`config.mk`:
```
export PLATFORM = sky130hd
export DESIGN_NAME = sid_div_pipe
export DESIGN_NICKNAME = d
export VERILOG_FILES = /design/src/rtl/sid_pkg.sv /design/src/rtl/sid_div_pipe.sv
export SDC_FILE = /design/constraint.sdc
export NUM_CORES = 2
export LEC_CHECK = 0
export BUFFER_PORTS_ARGS = -buffer_cell sky130_fd_sc_hd__buf_2
export CORE_MARGIN = 10
export CORE_UTILIZATION = 40
export CTS_CLUSTER_DIAMETER = 40
export CTS_CLUSTER_SIZE = 14
export DETAILED_ROUTE_END_ITERATION = 10
export PLACE_DENSITY = 0.55
export SYNTH_ARGS = -nofsm -noshare
export SYNTH_HDL_FRONTEND = slang
export SYNTH_SLANG_ARGS = --single-unit
```
`constraint.sdc`:
```
create_clock -name clock -period 5.25 [get_ports clock]
set_clock_uncertainty 0.1 [all_clocks]
set_input_delay 1.05 -clock clock [delete_from_list [all_inputs] [get_ports clock]]
set_output_delay 1.05 -clock clock [all_outputs]
set_load 0.01 [all_outputs]
```
`src/rtl/sid_pkg.sv`:
```
`timescale 1ns / 1ps
// Shared constants and types for the segment intersection unit.
// No dependencies; every other file refers to it by scoped names.
package sid_pkg;

   localparam int COORD_W = 24;
   localparam int T_FRAC  = 16;
   localparam int LIMIT_W = 21;

   localparam int DIFF_W = COORD_W + 1;
   localparam int PROD_W = 2 * DIFF_W;
   localparam int WIDE_W = PROD_W + 1;
   localparam int REM_W  = WIDE_W + 1;
   localparam int Q_W    = T_FRAC + 1;
   localparam int OFF_W  = DIFF_W + Q_W;
   localparam int SUM_W  = DIFF_W + 3;
   localparam int NSTEP  = Q_W;

   localparam logic [LIMIT_W-1:0] LIMIT_RESET = LIMIT_W'(1);

   // Fields that ride along the divider stages.
   typedef struct packed {
      logic                      hit;
      logic signed [COORD_W-1:0] p1x;
      logic signed [COORD_W-1:0] p1y;
      logic signed [DIFF_W-1:0]  dpx;
      logic signed [DIFF_W-1:0]  dpy;
   } side_type;

endpackage

```
`src/rtl/sid_div_pipe.sv`:
```
`timescale 1ns / 1ps
// Pipelined restoring divider: one quotient bit per stage, sideband carried along.
// Depends on sid_pkg.
module sid_div_pipe (
   input  logic                          clock,
   input  logic                          reset,
   input  logic                          adv,
   input  logic                          in_valid,
   input  logic [sid_pkg::REM_W-1:0]     in_rem,
   input  logic [sid_pkg::WIDE_W-1:0]    in_den,
   input  sid_pkg::side_type             in_side,
   output logic                          out_valid,
   output logic [sid_pkg::Q_W-1:0]       out_q,
   output sid_pkg::side_type             out_side
);

   localparam int N = sid_pkg::NSTEP;

   logic                          v_ff [N];
   logic [sid_pkg::REM_W-1:0]     r_ff [N];
   logic [sid_pkg::REM_W-1:0]     r_in [N];
   logic [sid_pkg::WIDE_W-1:0]    d_ff [N];
   logic [sid_pkg::Q_W-1:0]       q_ff [N];
   logic [sid_pkg::Q_W-1:0]       q_in [N];
   sid_pkg::side_type             s_ff [N];

   always_comb begin
      logic [sid_pkg::REM_W-1:0] src;
      logic [sid_pkg::REM_W-1:0] rs;
      logic [sid_pkg::REM_W-1:0] dw;
      logic                      ge;
      for (int k = 0; k < N; k++) begin
         if (k == 0) begin
            src = in_rem;
            rs  = src;
            dw  = {1'b0, in_den};
         end else begin
            src = r_ff[k-1];
            rs  = {src[sid_pkg::REM_W-2:0], 1'b0};
            dw  = {1'b0, d_ff[k-1]};
         end
         ge      = (rs >= dw);
         r_in[k] = ge ? rs - dw : rs;
         if (k == 0) begin
            q_in[k] = {{(sid_pkg::Q_W-1){1'b0}}, ge};
         end else begin
            q_in[k] = {q_ff[k-1][sid_pkg::Q_W-2:0], ge};
         end
      end
   end

   always_ff @(posedge clock) begin
      if (reset) begin
         for (int k = 0; k < N; k++) begin
            v_ff[k] <= 1'b0;
         end
      end else if (adv) begin
         for (int k = 0; k < N; k++) begin
            v_ff[k] <= (k == 0) ? in_valid : v_ff[(k == 0) ? 0 : k-1];
         end
      end
   end

   always_ff @(posedge clock) begin
      if (adv) begin
         for (int k = 0; k < N; k++) begin
            r_ff[k] <= r_in[k];
            q_ff[k] <= q_in[k];
            d_ff[k] <= (k == 0) ? in_den  : d_ff[(k == 0) ? 0 : k-1];
            s_ff[k] <= (k == 0) ? in_side : s_ff[(k == 0) ? 0 : k-1];
         end
      end
   end

   assign out_valid = v_ff[N-1];
   assign out_q     = q_ff[N-1];
   assign out_side  = s_ff[N-1];

endmodule

```
==> metrics <==
first-pass GRT wire length 552 mm; M3 GR Usage 2.38%; accumulated negative setup slack 0 ns; synthesis-to-layout area growth 17.4%; Net Sw Frac 33.7%; pre-CTS WS 0.0284 ns; end point of the worst hold path s_ff[0][63]$_DFFE_PP_; worst-case vdd ir drop 0.362 mV; power share of the clock group 30.3%; number of max-capacitance violations reported 0; Top-Level Pins 323; Comb power frac 35.1%; post-synthesis instance area 162,000 um2; Hold Violations, Final 0; proportion of layout cells with a drive suffix above 1 13.6%; Finished Cell Area 190,000 um2; Tightest Hold Check Type in2reg; CTS tree yes; pin count of the biggest net entering global routing 170; register-to-register path setup slack 0.29 ns; number of instances on the worst hold path 1; total of buffers placed on input and output ports 322; clock latency at the later pin of the worst-skew pair 1.00 ns; Finish-stage setup viols 0; final worst path period share 94.5%; clock-pin slew of the registers on the worst-case setup and hold paths 0.06 ns; count of distinct cell types in the synthesized netlist 95; global routing met2 resource utilization 28.6%; register share of total power 34.6%; post-placement cell area 171,000 um2; post-synthesis average cell area 13.1 um2; number of core rows 233; met1 track utilization from global routing 17.8%; CP Class reg2reg; share of synthesized area occupied by flip-flops and latches 64.8%; number of placed instances with taps included 17,931; Total Power Consumption 116 mW; share of the synthesized area in the top cell type 64.8%; die outline height 656 um; post-route ant nets 0; kind of end point of the critical path flip-flop; count of vias placed by the detailed router 96,503; number of global-route vias before repair 101,294; maximum clock frequency 202 MHz; commonest register cell after synthesis edfxtp_1; weighted congestion reported at the end of routability-driven placement 0.969; kind of start point of the critical path flip-flop; number of levels the H-tree was split into 6; first drt pass iteration count 9; buffers from clock root to sink, at most 4; cell leakage power 74.4 nW; die span in x 656 um; final WL 353 mm; number of standard cells after synthesis 12,328; GR peak layer met2; post-DR vias/cell 5.10; number of max-slew violations in the final report 0; actual slew at the worst max-slew pin 1.07 ns; switching component of the power 39.2 mW; final worst path period need 4.96 ns; endpoint of the worst register-to-register path r_ff[0][461]$_DFFE_PP_; total number of nets in the final design 14,183; depth of the most critical reg-to-reg path 15; area of all sequential standard cells 105,000 um2; number of standard cells in the final layout excluding fillers 18,933; remaining routing DRC violations 0; setup slack of the critical path after layout 0.289 ns; core utilization of the finished layout 47.1%; total track usage 15.8%; hold slack 0.122 ns; Data arrival, critical path 5.72 ns; largest fanout on the critical path 5; average routed wire per standard cell 18.7 um; Worst slew margin 28.4%; hold wc startpoint in_side[63]; area of the multi-input gates 51,400 um2; Internal Power 77.1 mW; critical path data required time 6.01 ns; Synthesized Nets 13,416; starting density of the core 40.1%; origin of the critical flop-to-flop path d_ff[0][358]$_DFFE_PP_; DRC violation total after the first TritonRoute iteration 6,004; count of synthesis-stage warnings from yosys 0; Final HPWL DP 259 mm; power density normalized to cell area 614 nW/um2; sinks on the clock net 3,485; synthesis-stage register bit count 3,485; clock root buffer clkbuf_16; top cells by area in the synthesized netlist edfxtp_1 65%, ha_1 6.7%, a21oi_1 3.4%; initial antenna violation count 1; die outline area 430,000 um2; cell accounting for the most synthesized area edfxtp_1; setup repair after global routing missed its margin false; Overflow after GRT 0; proportion of synthesized flip-flops having asynchronous set or reset 0%; number of enable-type register cells in the synthesized netlist 3,485; Filler Cells Inserted 35,005; number of clock buffers inserted by TritonCTS 529; run status completed; area of the core 403,000 um2
==> cell usage after synthesis, drive strengths merged, types with 171 or more instances <==
library cell	n
a21o	491
nand2	824
mux2	295
xnor2	448
a21oi	1095
nand4	205
nand3	171
xor2	294
ha	866
clkbuf	307
edfxtp	3485
inv	1061
o21ai	722
nor2	593
==> per-layer routing <==
metal / wire [um] / vias up / part of all wire (%)
li1: - / 47447 / -
met1: 141000 / 45794 / 40
met2: 178000 / 2331 / 51
met3: 12800 / 931 / 3.6
met4: 20500 / 0 / 5.8
met5: 0 / - / 0
==> worst max-delay path, cell delays in order, from the launching register on <==
cell      delay (ns)
edfxtp_1        0.44
inv_1           0.13
ha_1            0.25
nor2b_1         0.14
o21a_1          0.17
o21ai_0         0.41
a21oi_1         0.24
nor3_1          0.54
nor2_1          0.16
a31oi_1         0.33
o21ai_0         0.26
a31o_2          0.39
a21boi_0        0.43
nor4b_1         0.14
o32ai_1         0.49
buf_4           0.19
==> registers in the layout, indices dropped and copies added (netlist names) <==
signal / flops
r_ff: 816
s_ff: 1683
v_ff: 17
d_ff: 816
q_ff: 153
==> how the worst max path moves through the flow <==
stage	startpoint	end	slack [ns]	depth (start not counted)
after floorplan	in_rem[0]	r_ff[0][1]$_DFFE_PP_	0.78	16
after global placement	in_rem[0]	r_ff[0][45]$_DFFE_PP_	0.05	21
after detailed placement	in_rem[0]	r_ff[0][45]$_DFFE_PP_	0.03	21
after CTS	d_ff[0][176]$_DFFE_PP_	r_ff[0][212]$_DFFE_PP_	0.11	14
after global routing	d_ff[0][255]$_DFFE_PP_	r_ff[0][362]$_DFFE_PP_	0.04	14
final	d_ff[0][358]$_DFFE_PP_	r_ff[0][461]$_DFFE_PP_	0.29	15
==> what timing repair did <==
item / 4_1_cts / 5_1_grt
setup buffers: 0 / 0
endpoints found under the hold margin: 38 / 0
endpoints found under the setup margin: 0 / 17
gates resized for setup: 0 / 2
hold buffers: 38 / 0
==> cell families (layout without fill, tap and decap cells) <==
group                      count (synthesis)  after routing  share of synthesized area, %
other                                      0              3                             0
DFF                                     3485           3485                          64.8
buffers and inverters                   1463           2660                          3.52
AOI/OAI and AO/OA                       3105           3105                          11.9
muxes                                    300            300                          2.09
adders and majority gates                882            882                          6.91
xor gates and xnor gates                 742            742                          4.02
and+or+nand+nor                         2351           2351                          6.79
==> cell usage in the layout (no fill, tap or decap), types with 47 or more instances in the layout <==
cell type,synthesis,layout
a211oi_1,57,57
a21o_1,491,491
a21oi_1,1091,1088
a31oi_1,94,94
and2_1,61,61
and3_1,73,73
buf_12,0,47
buf_2,48,321
buf_4,24,232
bufinv_16,0,65
clkbuf_1,307,57
clkbuf_16,0,534
clkinv_1,0,53
clkinv_2,0,53
edfxtp_1,3485,3485
ha_1,866,866
inv_1,1060,1060
inv_6,0,80
mux2_2,293,293
nand2_1,824,824
nand2b_1,84,84
nand3_1,171,171
nand4_1,205,205
nor2_1,593,593
nor2b_1,105,105
nor3_1,89,89
o21a_1,82,82
o21ai_0,703,703
o21bai_1,146,146
o31ai_1,64,62
xnor2_1,448,448
xor2_1,294,294
==> power groups by stage <==
stage	Sequential (mW)	Clock, mW	Combinational, mW
global placement	40.8	0	40.0
global route	40.8	37.7	45.3
detailed placement	40.8	0	40.4
CTS	40.3	36.4	40.7
floorplan	39.5	0	29.4
finish	40.3	35.3	40.8
==> cell type report <==
class                           instances  share of cell area, %
Multi-Input combinational cell       7380                   27.1
Clock inverter                        370                   2.42
Clock buffer                          591                   7.16
Tap cell                             5405                   3.57
Timing Repair Buffer                  638                   2.46
Sequential cell                      3485                   55.2
Inverter                             1061                   2.10
Antenna cell                            3                0.00396
Note: power is estimated with default switching activity, not from simulation.
